[src/rtl/vpcd_pkg.sv]
// ----------------------------------------------------------------------------
// vpcd_pkg
// Shared types and constants of the vector picture command decoder: command
// codes, palette modes, the queue entry and the register set.
// ----------------------------------------------------------------------------
package vpcd_pkg;

  // command kinds as they appear on the result channel
  localparam logic [1:0] KIND_MOVE = 2'd0;
  localparam logic [1:0] KIND_DRAW = 2'd1;
  localparam logic [1:0] KIND_FILL = 2'd2;
  localparam logic [1:0] KIND_PIC  = 2'd3;

  // script opcodes
  localparam logic [7:0] OP_MOVE = 8'hC0;
  localparam logic [7:0] OP_FILL = 8'hC1;
  localparam logic [7:0] OP_PIC  = 8'hFF;

  // palette modes
  localparam logic [1:0] PAL_ZX  = 2'd0;
  localparam logic [1:0] PAL_C64 = 2'd1;
  localparam logic [1:0] PAL_VGA = 2'd2;

  // register indexes
  localparam logic [1:0] REG_PALETTE_MODE  = 2'd0;
  localparam logic [1:0] REG_PICTURE_LIMIT = 2'd1;
  localparam logic [1:0] REG_ERROR_LIMIT   = 2'd2;

  // register reset values
  localparam logic [1:0] PALETTE_MODE_RST  = 2'd0;
  localparam logic [7:0] PICTURE_LIMIT_RST = 8'd31;
  localparam logic [7:0] ERROR_LIMIT_RST   = 8'd100;

  // range checks
  localparam logic [7:0] X_MAX      = 8'd254;
  localparam logic [7:0] Y_MIN      = 8'd96;
  localparam logic [7:0] Y_MAX      = 8'd191;
  localparam logic [7:0] COLOUR_MAX = 8'd15;

  localparam logic [2:0] LINE_ON_BLACK  = 3'd7;
  localparam logic [4:0] COLOUR_INVALID = 5'd16;
  localparam logic [8:0] CNT_MAX        = 9'd511;

  // queue between front and back
  localparam int QUEUE_DEPTH = 2;
  localparam int QPTR_W      = $clog2(QUEUE_DEPTH);
  localparam int QCNT_W      = $clog2(QUEUE_DEPTH + 1);

  localparam logic [2:0] C64_MAP [16] = '{
    3'd0, 3'd6, 3'd2, 3'd4, 3'd5, 3'd3, 3'd7, 3'd1,
    3'd1, 3'd1, 3'd1, 3'd1, 3'd1, 3'd1, 3'd1, 3'd1
  };

  // one completed command as classified by the front
  typedef struct packed {
    logic [1:0] kind;
    logic [7:0] data;        // x byte, or background colour for a new picture
    logic [7:0] held_y;
    logic [7:0] held_colour;
  } vpcd_cmd_t;

  typedef struct packed {
    logic [1:0] palette_mode;
    logic [7:0] picture_limit;
    logic [7:0] error_limit;
  } vpcd_cfg_t;

  function automatic logic [4:0] map_colour(input logic [7:0] raw, input logic [1:0] mode);
    logic [4:0] res;
    if (raw > COLOUR_MAX) begin
      res = COLOUR_INVALID;
    end else if (mode == PAL_C64) begin
      res = {2'b00, C64_MAP[raw[3:0]]};
    end else begin
      res = {1'b0, raw[3:0]};
    end
    return res;
  endfunction

endpackage

[src/rtl/vpcd_front.sv]
// ----------------------------------------------------------------------------
// vpcd_front
// Byte parser: tracks where in a command the script stands and emits one
// queue entry for every command that completes.
// ----------------------------------------------------------------------------
module vpcd_front
  import vpcd_pkg::*;
(
  input  logic       clk,
  input  logic       rst_n,
  input  logic       accept,
  input  logic [7:0] data_byte,
  output logic       push,
  output vpcd_cmd_t  cmd
);

  typedef enum logic [7:0] {
    PH_OP     = 8'b0000_0001,
    PH_MOVE_Y = 8'b0000_0010,
    PH_MOVE_X = 8'b0000_0100,
    PH_FILL_C = 8'b0000_1000,
    PH_FILL_Y = 8'b0001_0000,
    PH_FILL_X = 8'b0010_0000,
    PH_PIC_C  = 8'b0100_0000,
    PH_DRAW_X = 8'b1000_0000
  } phase_t;

  phase_t     phase_r, phase_nxt;
  logic [7:0] held_y_r, held_y_nxt;
  logic [7:0] held_colour_r, held_colour_nxt;
  logic       done;
  logic [1:0] kind;

  always_comb begin
    phase_nxt       = phase_r;
    held_y_nxt      = held_y_r;
    held_colour_nxt = held_colour_r;
    done            = 1'b0;
    kind            = KIND_MOVE;
    case (phase_r)
      PH_OP: begin
        if (data_byte == OP_MOVE) begin
          phase_nxt = PH_MOVE_Y;
        end else if (data_byte == OP_FILL) begin
          phase_nxt = PH_FILL_C;
        end else if (data_byte == OP_PIC) begin
          phase_nxt = PH_PIC_C;
        end else begin
          held_y_nxt = data_byte;
          phase_nxt  = PH_DRAW_X;
        end
      end
      PH_MOVE_Y: begin
        held_y_nxt = data_byte;
        phase_nxt  = PH_MOVE_X;
      end
      PH_FILL_C: begin
        held_colour_nxt = data_byte;
        phase_nxt       = PH_FILL_Y;
      end
      PH_FILL_Y: begin
        held_y_nxt = data_byte;
        phase_nxt  = PH_FILL_X;
      end
      PH_MOVE_X: begin
        done      = 1'b1;
        kind      = KIND_MOVE;
        phase_nxt = PH_OP;
      end
      PH_FILL_X: begin
        done      = 1'b1;
        kind      = KIND_FILL;
        phase_nxt = PH_OP;
      end
      PH_PIC_C: begin
        done      = 1'b1;
        kind      = KIND_PIC;
        phase_nxt = PH_OP;
      end
      PH_DRAW_X: begin
        done      = 1'b1;
        kind      = KIND_DRAW;
        phase_nxt = PH_OP;
      end
      default: begin
        phase_nxt = PH_OP;
      end
    endcase
  end

  assign push             = accept && done;
  assign cmd.kind         = kind;
  assign cmd.data         = data_byte;
  assign cmd.held_y       = held_y_r;
  assign cmd.held_colour  = held_colour_r;

  always_ff @(posedge clk) begin
    if (!rst_n) begin
      phase_r <= PH_OP;
    end else if (accept) begin
      phase_r <= phase_nxt;
    end
  end

  always_ff @(posedge clk) begin
    if (accept) begin
      held_y_r      <= held_y_nxt;
      held_colour_r <= held_colour_nxt;
    end
  end

endmodule

[src/rtl/vpcd_queue.sv]
// ----------------------------------------------------------------------------
// vpcd_queue
// Small command queue between the parser and the executing back end.
// ----------------------------------------------------------------------------
module vpcd_queue
  import vpcd_pkg::*;
(
  input  logic      clk,
  input  logic      rst_n,
  input  logic      push,
  input  vpcd_cmd_t push_cmd,
  input  logic      pop,
  output logic      q_valid,
  output logic      q_full,
  output vpcd_cmd_t q_cmd
);

  vpcd_cmd_t            ent_r [QUEUE_DEPTH];
  logic [QPTR_W-1:0]    wr_ptr_r, rd_ptr_r;
  logic [QCNT_W-1:0]    count_r, count_nxt;
  logic                 do_pop;

  assign q_valid = (count_r != '0);
  assign q_full  = (count_r == QCNT_W'(QUEUE_DEPTH));
  assign q_cmd   = ent_r[rd_ptr_r];
  assign do_pop  = pop && q_valid;

  always_comb begin
    count_nxt = count_r;
    if (push && !do_pop) begin
      count_nxt = count_r + 1'b1;
    end else if (!push && do_pop) begin
      count_nxt = count_r - 1'b1;
    end
  end

  always_ff @(posedge clk) begin
    if (!rst_n) begin
      wr_ptr_r <= '0;
      rd_ptr_r <= '0;
      count_r  <= '0;
    end else begin
      count_r <= count_nxt;
      if (push) begin
        wr_ptr_r <= (wr_ptr_r == QPTR_W'(QUEUE_DEPTH - 1)) ? '0 : wr_ptr_r + 1'b1;
      end
      if (do_pop) begin
        rd_ptr_r <= (rd_ptr_r == QPTR_W'(QUEUE_DEPTH - 1)) ? '0 : rd_ptr_r + 1'b1;
      end
    end
  end

  always_ff @(posedge clk) begin
    if (push) begin
      ent_r[wr_ptr_r] <= push_cmd;
    end
  end

endmodule

[src/rtl/vpcd_back.sv]
// ----------------------------------------------------------------------------
// vpcd_back
// Executes queued commands: pen and line colour, range checks, counters,
// halt decision and the registered result stage.
// ----------------------------------------------------------------------------
module vpcd_back
  import vpcd_pkg::*;
(
  input  logic       clk,
  input  logic       rst_n,
  input  vpcd_cfg_t  cfg,
  input  logic       q_valid,
  input  vpcd_cmd_t  q_cmd,
  output logic       pop,
  output logic       halted,
  output logic       out_valid,
  input  logic       out_stall,
  output logic [1:0] out_kind,
  output logic [7:0] out_to_x,
  output logic [7:0] out_to_y,
  output logic [7:0] out_from_x,
  output logic [7:0] out_from_y,
  output logic [4:0] out_colour,
  output logic [4:0] out_border_colour,
  output logic [8:0] out_picture_number,
  output logic       out_x_error,
  output logic       out_y_error,
  output logic       out_colour_error,
  output logic       out_finished
);

  logic       halted_r, halted_nxt;
  logic       out_valid_r, out_valid_nxt;
  logic [7:0] pen_x_r, pen_x_nxt;
  logic [7:0] pen_y_r, pen_y_nxt;
  logic [2:0] line_colour_r, line_colour_nxt;
  logic [8:0] pic_cnt_r, pic_cnt_nxt;
  logic [8:0] err_cnt_r, err_cnt_nxt;
  logic       load;

  logic [1:0] res_kind;
  logic [7:0] res_to_x, res_to_y, res_from_x, res_from_y;
  logic [4:0] res_colour, res_border;
  logic       xe, ye, ce;
  logic [1:0] n_err;
  logic [9:0] err_sum;

  logic [1:0] kind_r;
  logic [7:0] to_x_r, to_y_r, from_x_r, from_y_r;
  logic [4:0] colour_r, border_r;
  logic [8:0] pic_num_r;
  logic       xe_r, ye_r, ce_r, fin_r;

  // once halted, queued commands are drained without a result
  assign pop  = q_valid && (halted_r || !out_valid_r || !out_stall);
  assign load = pop && !halted_r;

  always_comb begin
    pen_x_nxt       = pen_x_r;
    pen_y_nxt       = pen_y_r;
    line_colour_nxt = line_colour_r;
    pic_cnt_nxt     = pic_cnt_r;
    res_kind        = q_cmd.kind;
    res_to_x        = '0;
    res_to_y        = '0;
    res_from_x      = '0;
    res_from_y      = '0;
    res_colour      = '0;
    res_border      = '0;
    xe              = 1'b0;
    ye              = 1'b0;
    ce              = 1'b0;
    if (q_cmd.kind == KIND_PIC) begin
      ce              = q_cmd.data > COLOUR_MAX;
      line_colour_nxt = (q_cmd.data == 8'd0) ? LINE_ON_BLACK : 3'd0;
      if (pic_cnt_r != CNT_MAX) begin
        pic_cnt_nxt = pic_cnt_r + 1'b1;
      end
      res_colour = map_colour(q_cmd.data, cfg.palette_mode);
      res_border = map_colour({5'd0, line_colour_nxt}, cfg.palette_mode);
    end else begin
      xe       = q_cmd.data > X_MAX;
      ye       = (q_cmd.held_y < Y_MIN) || (q_cmd.held_y > Y_MAX);
      res_to_x = q_cmd.data;
      res_to_y = q_cmd.held_y;
      if (q_cmd.kind == KIND_FILL) begin
        ce         = q_cmd.held_colour > COLOUR_MAX;
        res_colour = map_colour(q_cmd.held_colour, cfg.palette_mode);
      end else begin
        if (q_cmd.kind == KIND_DRAW) begin
          res_from_x = pen_x_r;
          res_from_y = pen_y_r;
          res_colour = map_colour({5'd0, line_colour_r}, cfg.palette_mode);
        end
        pen_x_nxt = q_cmd.data;
        pen_y_nxt = q_cmd.held_y;
      end
    end
    n_err       = 2'(xe) + 2'(ye) + 2'(ce);
    err_sum     = {1'b0, err_cnt_r} + {8'd0, n_err};
    err_cnt_nxt = (err_sum > {1'b0, CNT_MAX}) ? CNT_MAX : err_sum[8:0];
    halted_nxt  = ({1'b0, pic_cnt_nxt} >= ({2'b00, cfg.picture_limit} + 10'd1)) ||
                  (err_cnt_nxt >= {1'b0, cfg.error_limit});
  end

  always_comb begin
    out_valid_nxt = out_valid_r;
    if (load) begin
      out_valid_nxt = 1'b1;
    end else if (!out_stall) begin
      out_valid_nxt = 1'b0;
    end
  end

  always_ff @(posedge clk) begin
    if (!rst_n) begin
      halted_r      <= 1'b0;
      out_valid_r   <= 1'b0;
      pen_x_r       <= '0;
      pen_y_r       <= '0;
      line_colour_r <= '0;
      pic_cnt_r     <= '0;
      err_cnt_r     <= '0;
    end else begin
      out_valid_r <= out_valid_nxt;
      if (load) begin
        halted_r      <= halted_nxt;
        pen_x_r       <= pen_x_nxt;
        pen_y_r       <= pen_y_nxt;
        line_colour_r <= line_colour_nxt;
        pic_cnt_r     <= pic_cnt_nxt;
        err_cnt_r     <= err_cnt_nxt;
      end
    end
  end

  always_ff @(posedge clk) begin
    if (load) begin
      kind_r    <= res_kind;
      to_x_r    <= res_to_x;
      to_y_r    <= res_to_y;
      from_x_r  <= res_from_x;
      from_y_r  <= res_from_y;
      colour_r  <= res_colour;
      border_r  <= res_border;
      pic_num_r <= pic_cnt_nxt;
      xe_r      <= xe;
      ye_r      <= ye;
      ce_r      <= ce;
      fin_r     <= halted_nxt;
    end
  end

  assign halted             = halted_r;
  assign out_valid          = out_valid_r;
  assign out_kind           = kind_r;
  assign out_to_x           = to_x_r;
  assign out_to_y           = to_y_r;
  assign out_from_x         = from_x_r;
  assign out_from_y         = from_y_r;
  assign out_colour         = colour_r;
  assign out_border_colour  = border_r;
  assign out_picture_number = pic_num_r;
  assign out_x_error        = xe_r;
  assign out_y_error        = ye_r;
  assign out_colour_error   = ce_r;
  assign out_finished       = fin_r;

endmodule

[src/rtl/vector_picture_command_decoder.sv]
// ----------------------------------------------------------------------------
// vector_picture_command_decoder
// Decodes a byte-wide line-drawing picture script into move, draw, fill and
// new-picture commands, with range checks, counters and stop limits.
// ----------------------------------------------------------------------------
//
//  channel | direction | handshake           | payload
//  --------+-----------+---------------------+-------------------------------
//  in_     | input     | in_valid/in_stall   | in_data_byte
//  out_    | output    | out_valid/out_stall | kind, to/from x y, colours,
//          |           |                     | picture_number, error flags
//  cfg_    | input     | cfg_valid/cfg_ready | cfg_index, cfg_data
//
//  One byte is accepted every cycle while in_stall is low. A command's result
//  is registered first in the two-entry command queue after its last byte,
//  then in the back end's output register.
//  in_stall rises only when the command queue is full, which happens only
//  while out_stall holds the output register.
//  Synchronous reset clears the control state, pen, line colour and counters;
//  cfg_ready is always high.
//
module vector_picture_command_decoder
  import vpcd_pkg::*;
(
  input  logic       clk,
  input  logic       rst_n,
  input  logic       in_valid,
  output logic       in_stall,
  input  logic [7:0] in_data_byte,
  output logic       out_valid,
  input  logic       out_stall,
  output logic [1:0] out_kind,
  output logic [7:0] out_to_x,
  output logic [7:0] out_to_y,
  output logic [7:0] out_from_x,
  output logic [7:0] out_from_y,
  output logic [4:0] out_colour,
  output logic [4:0] out_border_colour,
  output logic [8:0] out_picture_number,
  output logic       out_x_error,
  output logic       out_y_error,
  output logic       out_colour_error,
  output logic       out_finished,
  input  logic       cfg_valid,
  output logic       cfg_ready,
  input  logic [1:0] cfg_index,
  input  logic [7:0] cfg_data
);

  vpcd_cfg_t cfg_r;
  vpcd_cmd_t push_cmd, q_cmd;
  logic      in_accept, push, pop, q_valid, q_full, halted;

  assign cfg_ready = 1'b1;

  always_ff @(posedge clk) begin
    if (!rst_n) begin
      cfg_r.palette_mode  <= PALETTE_MODE_RST;
      cfg_r.picture_limit <= PICTURE_LIMIT_RST;
      cfg_r.error_limit   <= ERROR_LIMIT_RST;
    end else if (cfg_valid && cfg_ready) begin
      case (cfg_index)
        REG_PALETTE_MODE:  cfg_r.palette_mode  <= cfg_data[1:0];
        REG_PICTURE_LIMIT: cfg_r.picture_limit <= cfg_data;
        REG_ERROR_LIMIT:   cfg_r.error_limit   <= cfg_data;
        default: begin
        end
      endcase
    end
  end

  assign in_stall  = q_full;
  assign in_accept = in_valid && !in_stall;

  vpcd_front u_front (
    .clk       (clk),
    .rst_n     (rst_n),
    .accept    (in_accept),
    .data_byte (in_data_byte),
    .push      (push),
    .cmd       (push_cmd)
  );

  vpcd_queue u_queue (
    .clk      (clk),
    .rst_n    (rst_n),
    .push     (push),
    .push_cmd (push_cmd),
    .pop      (pop),
    .q_valid  (q_valid),
    .q_full   (q_full),
    .q_cmd    (q_cmd)
  );

  vpcd_back u_back (
    .clk                (clk),
    .rst_n              (rst_n),
    .cfg                (cfg_r),
    .q_valid            (q_valid),
    .q_cmd              (q_cmd),
    .pop                (pop),
    .halted             (halted),
    .out_valid          (out_valid),
    .out_stall          (out_stall),
    .out_kind           (out_kind),
    .out_to_x           (out_to_x),
    .out_to_y           (out_to_y),
    .out_from_x         (out_from_x),
    .out_from_y         (out_from_y),
    .out_colour         (out_colour),
    .out_border_colour  (out_border_colour),
    .out_picture_number (out_picture_number),
    .out_x_error        (out_x_error),
    .out_y_error        (out_y_error),
    .out_colour_error   (out_colour_error),
    .out_finished       (out_finished)
  );

  // queue never takes an entry while full
  a_no_overflow: assert property (@(posedge clk) disable iff (!rst_n)
    q_full |-> !push)
    else $error("command queue overflow");

  // after a halt no new result is produced
  a_halt_silent: assert property (@(posedge clk) disable iff (!rst_n)
    (halted && !out_valid) |=> !out_valid)
    else $error("result produced after halt");

  // a result flagged finished means the back end has halted
  a_finish_halts: assert property (@(posedge clk) disable iff (!rst_n)
    (out_valid && out_finished) |-> halted)
    else $error("finished result without halt");

endmodule
[config.mk]
export PLATFORM = sky130hd
export DESIGN_NAME = vector_picture_command_decoder
export DESIGN_NICKNAME = d
export VERILOG_FILES = /design/src/rtl/vpcd_pkg.sv /design/src/rtl/vpcd_front.sv /design/src/rtl/vpcd_queue.sv /design/src/rtl/vpcd_back.sv /design/src/rtl/vector_picture_command_decoder.sv
export SDC_FILE = /design/constraint.sdc
export NUM_CORES = 1
export LEC_CHECK = 0
export CAP_MARGIN = 25
export CORE_ASPECT_RATIO = 0.75
export CORE_MARGIN = 8
export CORE_UTILIZATION = 30
export CTS_CLUSTER_DIAMETER = 40
export DETAILED_ROUTE_END_ITERATION = 7
export DONT_BUFFER_PORTS = 1
export SKIP_LAST_GASP = 1
export SYNTH_ARGS = -nofsm -noshare
export SYNTH_HDL_FRONTEND = slang
export SYNTH_SLANG_ARGS = --single-unit
[constraint.sdc]
create_clock -name clk -period 9.55 [get_ports clk]
set_input_delay 1.91 -clock clk [delete_from_list [all_inputs] [get_ports clk]]
set_output_delay 1.91 -clock clk [all_outputs]
set_load 0.02 [all_outputs]
==> results of run 1 <==
==> power groups by stage <==
stage	registers (mW)	logic, mW	clock network [mW]
after floorplan	1.20	0.402	0
after global placement	1.24	0.474	0
after detailed placement	1.25	0.475	0
after CTS	1.23	0.479	0.685
after global routing	1.24	0.533	0.713
final	1.22	0.473	0.669
==> registers in the layout, summed over array words and instances (netlist names), 2 cells and up, named ones only <==
signal,flops
u_queue.ent_r,52
cfg_r,18
u_back.err_cnt_r,9
u_back.out_picture_number,9
u_back.pic_cnt_r,9
u_back.out_from_x,8
u_back.out_from_y,8
u_back.out_to_x,8
u_back.out_to_y,8
u_back.pen_x_r,8
u_back.pen_y_r,8
u_front.held_colour_r,8
u_front.held_y_r,8
u_front.phase_r,8
u_back.out_colour,4
u_back.out_border_colour,2
u_back.out_kind,2
u_queue.count_r,2
==> synthesized netlist by cell type (13+ instances only) <==
cell type	count	share of area
ha_1	25	0.038
a21oi_1	24	0.015
edfxtp_1	121	0.44
mux2i_1	32	0.039
nor2_1	78	0.035
a211oi_1	17	0.015
and2_1	22	0.017
clkbuf_1	13	0.0059
dfxtp_1	68	0.16
inv_1	25	0.011
nand4_1	15	0.011
xor2_1	20	0.021
nand2_1	55	0.025
nand3_1	23	0.014
==> per-stage QoR <==
stage	cells	hold WS, ns	cell area, um^2	worst slack [ns]	util
6_report	1048	0.437	9120	4.39	0.337
5_1_grt	1048	0.450	9120	3.97	0.337
4_1_cts	1048	0.439	9120	4.36	0.337
3_5_place_dp	1016	0.430	8570	4.36	0.317
3_3_place_gp	1016	0.422	8570	4.56	0.317
2_1_floorplan	691	0.421	8270	4.89	-
==> worst min path at each step <==
stage	to	slack [ns]	startpoint
6_report	u_queue.ent_r[0][0]	0.44	u_front.held_colour_r[0]
3_3_place_gp	u_queue.ent_r[0][3]	0.42	u_front.held_colour_r[3]
2_1_floorplan	u_queue.ent_r[0][0]	0.42	u_front.held_colour_r[0]
4_1_cts	u_queue.ent_r[0][0]	0.44	u_front.held_colour_r[0]
3_5_place_dp	u_queue.ent_r[0][3]	0.43	u_front.held_colour_r[3]
5_1_grt	u_queue.ent_r[0][3]	0.45	u_front.held_colour_r[3]
==> cell families after synthesis <==
| group | Yosys count | synth area share |
|---|---|---|
| adder cells (fa/ha/maj) | 27 | 0.0427 |
| XOR/XNOR | 28 | 0.0297 |
| buffers and inverters | 59 | 0.0354 |
| multiplexers | 38 | 0.0483 |
| AND/OR/NAND/NOR | 254 | 0.160 |
| other | 2 | 0.000909 |
| AO/OA/AOI/OAI | 93 | 0.0792 |
| flip-flops | 189 | 0.604 |
==> cell usage in the layout (no fill, tap or decap), drive strengths merged, types with 5 or more instances in the layout <==
cell type,netlist,layout
a211oi,18,18
nor2,80,80
mux2,5,5
xor2,20,20
o211ai,6,6
nand4,15,15
o21ai,12,12
mux2i,32,32
a21oi,24,24
dfxtp,68,68
edfxtp,121,121
and2,23,23
clkbuf,13,20
and3,6,6
inv,27,35
buf,18,5
xnor2,8,8
nand2b,10,10
nor3,5,5
ha,25,25
a31oi,5,5
nand3b,5,5
nand2,56,56
nand3,24,24
nor4,5,5
==> cell type report <==
class,instances,area share
inverters,28,0.0115
well taps,351,0.0482
flip-flops and latches,189,0.548
repair buffers,5,0.00412
clock buffers,20,0.0490
clock inverters,12,0.0114
multi-input cells,443,0.328
==> metal layers <==
| layer | GRT usage | routed length [um] | vias to the layer above |
|---|---|---|---|
| li1 | - | - | 2489 |
| met1 | 0.151 | 9050 | 2377 |
| met2 | 0.154 | 7550 | 144 |
| met3 | 0.0348 | 1220 | 20 |
| met4 | 0.0319 | 230 | 0 |
| met5 | 0 | 0 | - |
==> out/qor.yml, run 1 <==
finClkSkew_ns: 0.0142
max_freq_mhz: 194
diodes: 0
period_needed_ns: 5.16
yosysWarnings: 0
initial_utilization: 0.305
clock_sinks: 189
core_um2: 27100
comb_power_share: 0.200
crit_arrival_ns: 5.34
rrSetupSlack_ns: 4.39
hold_viol: 0
insertion_delay_ns: 0.43
rsz0062_at_grt: "no"
setup_viol: 0
grt_pass1_wl_um: 28000
post_cts_resized: 0
power.leakage_nw: 3.31
clk_path_buf_depth: 2
startpoint_type: "register"
synthArstFlopShare: 0
htreeDepth: 4
nNetsFinal: 734
maxCapViolCount: 0
synth_ff_type: "edfxtp_1"
reg2reg_depth: 19
rows: 52
grt_use_total: 0.107
powerDensity_nw_per_um2: 259
cts_root_buf: "clkbuf_16"
synth_cells: 690
required_ns: 9.73
path_clk_slew_ns: 0.07
grt_pass1_vias: 4733
die_h_um: 160
r2r_end: "u_back.out_finished"
finalPower_mw: 2.36
seqPwrFrac: 0.517
gp_congestion: 0.793
cp.depth: 19
pin_count: 83
crit_chain: "buf_4, mux2i_1, nor2_1, mux2i_1, nand3_1, fa_1, inv_1, ha_1, inv_1, fa_1, nand3b_1, xor2_1, nand2_1, ha_1, a211o_1, a21oi_1, o211ai_1, a311o_1, or2_2"
hpwl_um: 12700
crit_buf_inv: 3
switchingPower_mw: 0.810
swShare: 0.343
ant_nets: 0
drive_above_1_share: 0.0904
die_w_um: 208
syn_avg_cell_area_um2: 12.0
clkPwrFrac: 0.283
ff_latch_area_um2: 4990
drc_errors: 0
end_kind: "register"
io_buffers: 0
cp_max_fo: 31
worst-setup-path-type: "reg2reg"
fin_crit_sh: 0.540
critPathTopFamily: "adder cells"
dr.first_iter.drc_count: 382
synth_edf_count: 121
p_int_mw: 1.55
ys_seq_area_frac: 0.604
ir_drop_v: 0.000130
slowest_delay_ns: 0.50
outcome: "completed"
wl_um: 18100
gr-total-overflow: 0
numCtsBuffers: 17
tightestPinTransition_ns: 0.923
slew_headroom: 0.382
vias: 5030
grt_max_degree: 74
multi_input_area_um2: 2990
crit_end: "u_back.out_finished"
avgViaCountPerCell: 4.80
hold_path_class: "reg2reg"
cts_hold_repair.buffers: 0
cts_tree: "done"
wl_per_cell_um: 17.2
drt_pass1_iterations: 5
cts_setup_buffers: 0
ys_types: 71
nFillCells: 2642
setup-tns-final_ns: 0
hold_path_depth: 0
area_delta_synth_final_pct: 10.3
ys_seq_elements: 189
report.final.slew_viol_count: 0
slowest_stage: "fa_1"
antenna_found_initial: 0
synth_area_um2: 8270
dieArea_um2: 33200
No activity file was read; power rests on OpenSTA's default activity.
==> inputs of run 2 (changes only) <==
Clock period 9.55 ns to 4.29 ns, I/O delays scaled along.
==> run 2 against run 1 <==
Against the previous run:
- the flow now finishes with violations (setup timing)
- first-iteration DRC count shrank 1.3%
- highest routed layer unchanged
- setup slack lost 4.6 ns
- largest cell class unchanged
- total power grew 130%
- sequential power grew 120%
- critical path type unchanged
- sequential cell count is the same
- sequential share of layout area shrank 2.3 points
- final cell count grew 4.2%
==> out/qor.yml, run 2 (synthesis results as in run 1) <==
startpoint_type: "register"
cts_tree: "done"
nFillCells: 2644  # +0.076%
dr.first_iter.drc_count: 377  # -1.3%
worst_slack_ns: -0.209  # -4.60 ns
power.leakage_nw: 3.54  # +7.1%
largest_registers: "u_queue.ent_r (52), cfg_r (18)"
ant_nets: 0  # unchanged
antenna_found_initial: 0  # unchanged
wl_per_cell_um: 16.5  # -4.5%
maxCapViolCount: 0  # unchanged
rsz0062_at_grt: "yes"
outcome: "finished, violations left"
reg2reg_depth: 18  # -1
regMostFlops: "u_queue.ent_r"
numCtsBuffers: 17  # unchanged
crit_top_cell: "inv_2"
initial_utilization: 0.305  # unchanged
slowest_delay_ns: 0.54  # +0.04 ns
end_kind: "register"
die_h_um: 160  # unchanged
final_area_um2: 9510  # +4.3%
cts_hold_repair.buffers: 0  # unchanged
final_cell_mix: "edfxtp_1 (121), nor2_1 (77), dfxtp_1 (68), nand2_1 (55), buf_4 (48)"
r2r_start: "u_queue.ent_r[0][22]"
drt_pass1_iterations: 4  # -1
io_buffers: 0  # unchanged
final_common_cell: "edfxtp_1"
vias: 5185  # +3.1%
gr-total-overflow: 0  # unchanged
grt_use_total: 0.109  # +0.00225
finalNonFillerCells: 1092  # +4.2%
insertion_delay_ns: 0.43  # about the same
crit_chain: "or4_4, mux4_2, and2_4, inv_2, fa_1, inv_1, ha_2, inv_2, fa_2, nand3b_1, xor2_1, nand2_1, ha_4, a211o_1, a21oi_2, o211ai_1, a311o_1, or2_4"
grt_max_degree: 39  # -47%
drc_errors: 0  # unchanged
report.final.slew_viol_count: 0  # unchanged
area_delta_synth_final_pct: 15.1
slowest_stage: "or4_4"
setup-tns-final_ns: -0.346  # -0.346 ns
rows: 52  # unchanged
tightestPinTransition_ns: 0.951  # +0.0281 ns
pin_count: 83  # unchanged
crit_arrival_ns: 4.68  # -0.66 ns
crit_end: "u_back.out_finished"
die_w_um: 208  # unchanged
clk_path_buf_depth: 2  # unchanged
hold_path_class: "reg2reg"
drive_above_1_share: 0.155  # +0.0648
failed_checks: "setup timing"
diodes: 0  # unchanged
ir_drop_v: 0.000268  # +110%
max_freq_mhz: 222  # +15%
worst-setup-path-type: "reg2reg"
largest_register_ffs: 52  # unchanged
setup_viol: 2  # +2
hpwl_um: 13000  # +2.6%
htreeDepth: 4  # unchanged
r2r_end: "u_back.out_finished"
startpoint: "u_queue.ent_r[0][22]"
grt_pass1_vias: 4911  # +3.8%
fin_crit_sh: 1.05  # +0.508
gp_congestion: 0.802  # +1.2%
place_area_um2: 8900  # +3.9%
nNetsFinal: 778  # +6.0%
hold_viol: 0  # unchanged
cts_root_buf: "clkbuf_16"
rrSetupSlack_ns: -0.21  # -4.60 ns
required_ns: 4.48  # -5.25 ns
clock_sinks: 189  # unchanged
slew_headroom: 0.364  # -0.0188
post-place-cells: 1057  # +4.0%
period_needed_ns: 4.50  # -0.662 ns
wl_um: 18000  # -0.51%
finClkSkew_ns: 0.0112  # -0.00309 ns
core_um2: 27100  # unchanged
powerDensity_nw_per_um2: 567  # +120%
grt_pass1_wl_um: 28600  # +2.2%
avgViaCountPerCell: 4.75  # -1.1%
cp_max_fo: 3  # -90%
dieArea_um2: 33200  # unchanged
path_clk_slew_ns: 0.07  # about the same
-- run 2: changes by cell type in the layout (fill, tap and decap cells not counted), moves of 2 or more --
cell      before  now
or4_4          2    4
clkinv_2       2    4
inv_8          2    0
or4_1          2    0
clkinv_4       0    2
buf_4          5   48
ha_1          25   23
-- run 2: worst min path at each step --
stage | start | to | slack (ns) | cells past startpoint
final | u_front.held_y_r[2] | u_queue.ent_r[0][10] | 0.44 | 0
after global routing | u_front.held_y_r[2] | u_queue.ent_r[1][10] | 0.45 | 0
after CTS | u_front.held_y_r[4] | u_queue.ent_r[0][12] | 0.44 | 0
after detailed placement | u_front.held_colour_r[2] | u_queue.ent_r[0][2] | 0.43 | 0
after global placement | u_front.held_y_r[2] | u_queue.ent_r[0][10] | 0.43 | 0
after floorplan | u_front.held_colour_r[0] | u_queue.ent_r[0][0] | 0.42 | 0
-- run 2: repair_timing --
action | in CTS | in global routing
hold endpoints to repair | 0 | 0
pin swaps | 9 | 4
endpoints found under the setup margin | 2 | 2
resized for setup | 3 | 2
setup buffers | 1 | 2
-- run 2: layout make-up --
type / count / area (um^2) / share of cell area
Inverter: 28 / 105 / 0.0110
Tap cell: 351 / 439 / 0.0462
Multi-Input combinational cell: 443 / 3030 / 0.318
Sequential cell: 189 / 4990 / 0.525
Clock inverter: 12 / 109 / 0.0114
Clock buffer: 20 / 458 / 0.0481
Timing Repair Buffer: 49 / 380 / 0.0400
-- run 2: metal layers --
| metal | share of wire | up-vias | global-route usage |
|---|---|---|---|
| met5 | 0 | - | 0 |
| met4 | 0.0088 | 0 | 0.0270 |
| met3 | 0.063 | 16 | 0.0391 |
| met2 | 0.42 | 109 | 0.161 |
| met1 | 0.50 | 2479 | 0.151 |
| li1 | - | 2581 | - |
-- run 2: report_power, final --
part | total, mW | switching, mW | internal (mW)
combinational | 1.16 | 0.735 | 0.430
sequential | 2.70 | 0.364 | 2.34
clock | 1.53 | 0.685 | 0.841
-- run 2: critical path: cells and delay by family, from the launching register on --
| kind | cells | cell delay, ns |
|---|---|---|
| XOR/XNOR | 1 | 0.15 |
| AND/OR/NAND/NOR | 5 | 1.22 |
| buffers and inverters | 3 | 0.15 |
| flip-flops | 1 | 0.38 |
| AO/OA/AOI/OAI | 4 | 0.76 |
| multiplexers | 1 | 0.46 |
| adder cells (fa/ha/maj) | 4 | 1.15 |
-- run 2: per-stage QoR --
stage	hold WS (ns)	total power [mW]	setup WS, ns	util
after CTS	0.442	5.47	-0.327	0.351
after global routing	0.452	5.68	-0.477	0.352
after detailed placement	0.433	3.93	-0.418	0.329
after global placement	0.425	3.92	-0.348	0.329
final	0.439	5.39	-0.209	0.352
after floorplan	0.421	3.57	-0.237	-
==> inputs of run 3 (changes only) <==
Clock period 4.29 ns to 5.25 ns, I/O delays scaled along.
==> run 3 against run 2 <==
Against the previous run:
- the flow now finishes without violations
- die area did not move
- fmax fell by 9.2%
- hold slack improved by 0.0051 ns
- sequential share of layout area rose by 1.6 points
- total power fell by 18%
- register-to-register slack improved by 0.50 ns
- setup slack improved by 0.50 ns
- global-route usage barely moved
- wire length rose by 3.1%
- utilization fell by 1.0 points
- critical path type unchanged
==> out/qor.yml, run 3 (synthesis results as in run 1) <==
crit_arrival_ns: 5.14  # +0.46 ns
powerDensity_nw_per_um2: 478  # -16%
rsz0062_at_grt: "no"
area_delta_synth_final_pct: 11.7
place_area_um2: 8640  # -3.0%
report.final.slew_viol_count: 0  # unchanged
grt_use_total: 0.110  # +0.000452
htreeDepth: 4  # unchanged
post-place-cells: 1026  # -2.9%
setup_viol: 0  # -2
regMostFlops: "u_queue.ent_r"
cp_max_fo: 6  # +3
grt_pass1_wl_um: 28500  # -0.41%
clk_path_buf_depth: 2  # unchanged
final_common_cell: "edfxtp_1"
final_area_um2: 9240  # -2.9%
wl_per_cell_um: 17.5  # +6.4%
cts_root_buf: "clkbuf_16"
dieArea_um2: 33200  # unchanged
initial_utilization: 0.305  # unchanged
avgViaCountPerCell: 4.76  # +0.15%
diodes: 0  # unchanged
rows: 52  # unchanged
finalPower_mw: 4.42  # -18%
drt_pass1_iterations: 5  # +1
cts_setup_buffers: 0  # -1
die_w_um: 208  # unchanged
cts_hold_repair.buffers: 0  # unchanged
hpwl_um: 13200  # +1.6%
grt_max_degree: 34  # -13%
largest_registers: "u_queue.ent_r (52), cfg_r (18)"
wl_met2_um: 7880  # +3.2%
route.met3.wl_um: 1180  # +4.1%
worst_slack_ns: 0.293  # +0.502 ns
nNetsFinal: 744  # -4.4%
tightestPinTransition_ns: 0.912  # -0.0390 ns
rrSetupSlack_ns: 0.29  # +0.50 ns
wl_um: 18500  # +3.1%
slowest_stage: "or4_1"
max_freq_mhz: 202  # -9.2%
numCtsBuffers: 17  # unchanged
setup-tns-final_ns: 0  # +0.346 ns
required_ns: 5.44  # +0.96 ns
maxUsedRoutingLayer: "met4"
antenna_found_initial: 0  # unchanged
final_cell_mix: "edfxtp_1 (121), nor2_1 (78), dfxtp_1 (68), nand2_1 (55), mux2i_1 (32)"
dr.first_iter.drc_count: 341  # -9.5%
outcome: "completed"
io_buffers: 0  # unchanged
finalNonFillerCells: 1058  # -3.1%
insertion_delay_ns: 0.44  # about the same
pin_count: 83  # unchanged
hold-worst-slack_ns: 0.444  # +0.00507 ns
maxCapViolCount: 0  # unchanged
core_um2: 27100  # unchanged
met1_length_um: 9290  # +2.6%
ant_nets: 0  # unchanged
slew_headroom: 0.390  # +0.0261
vias: 5031  # -3.0%
power.leakage_nw: 3.38  # -4.6%
ir_drop_v: 0.000168  # -37%
hold_viol: 0  # unchanged
end_kind: "register"
gr-total-overflow: 0  # unchanged
nFillCells: 2681  # +1.4%
startpoint_type: "register"
period_needed_ns: 4.96  # +0.458 ns
path_clk_slew_ns: 0.08  # about the same
worst-setup-path-type: "reg2reg"
crit_chain: "or4_1, mux4_2, and2_4, inv_2, fa_1, inv_1, ha_1, inv_1, fa_1, nand3b_1, xor2_1, nand2_1, ha_1, a211o_1, a21oi_1, o211ai_1, a311o_1, or2_2"
drive_above_1_share: 0.103  # -0.0519
fin_util: 0.341  # -0.0103
largest_register_ffs: 52  # unchanged
hold_path_class: "reg2reg"
grt_pass1_vias: 4817  # -1.9%
slowest_delay_ns: 0.55  # about the same
clock_sinks: 189  # unchanged
finClkSkew_ns: 0.0152  # +0.00409 ns
post_cts_resized: 0  # -3
cts_tree: "done"
fin_crit_sh: 0.944  # -0.105
die_h_um: 160  # unchanged
gp_congestion: 0.802  # unchanged
preCtsSetupSlack_ns: 0.273  # +0.691 ns
drc_errors: 0  # unchanged
-- run 3: final timing paths --
check / end / cells after the start / startpoint
max: u_back.out_finished / 18 / u_queue.ent_r[0][23]
min: u_queue.ent_r[0][11] / 0 / u_front.held_y_r[3]
max reg2reg: u_back.out_finished / 18 / u_queue.ent_r[0][23]
min reg2reg: u_queue.ent_r[0][11] / 0 / u_front.held_y_r[3]
-- run 3: final cells by class --
class                           count  area (um^2)  share of cell area
Clock buffer                       19          454              0.0492
Clock inverter                     13          144              0.0156
Inverter                           28          105              0.0114
Multi-Input combinational cell    443         2990               0.323
Sequential cell                   189         4990               0.541
Tap cell                          351          439              0.0475
Timing Repair Buffer               15          113              0.0122
-- run 3: layer usage --
metal | global-route usage | up-vias
met5 | 0 | -
met2 | 0.160 | 102
li1 | - | 2501
met1 | 0.152 | 2411
met4 | 0.0270 | 0
met3 | 0.0415 | 17
-- run 3: power breakdown --
part / leakage [nW] / internal (mW) / switching, mW
Sequential: 1.68 / 1.91 / 0.314
Combinational: 1.40 / 0.297 / 0.590
Clock: 0.297 / 0.704 / 0.603
Total: 3.38 / 2.91 / 1.51
-- run 3: critical path: cells and delay by family (launching register included) --
family,cells,cell delay (ns)
adders and majority gates,4,1.31
DFF,1,0.41
and+or+nand+nor,5,1.30
muxes,1,0.47
buffers and inverters,3,0.16
xor gates and xnor gates,1,0.15
AOI/OAI and AO/OA,4,0.91
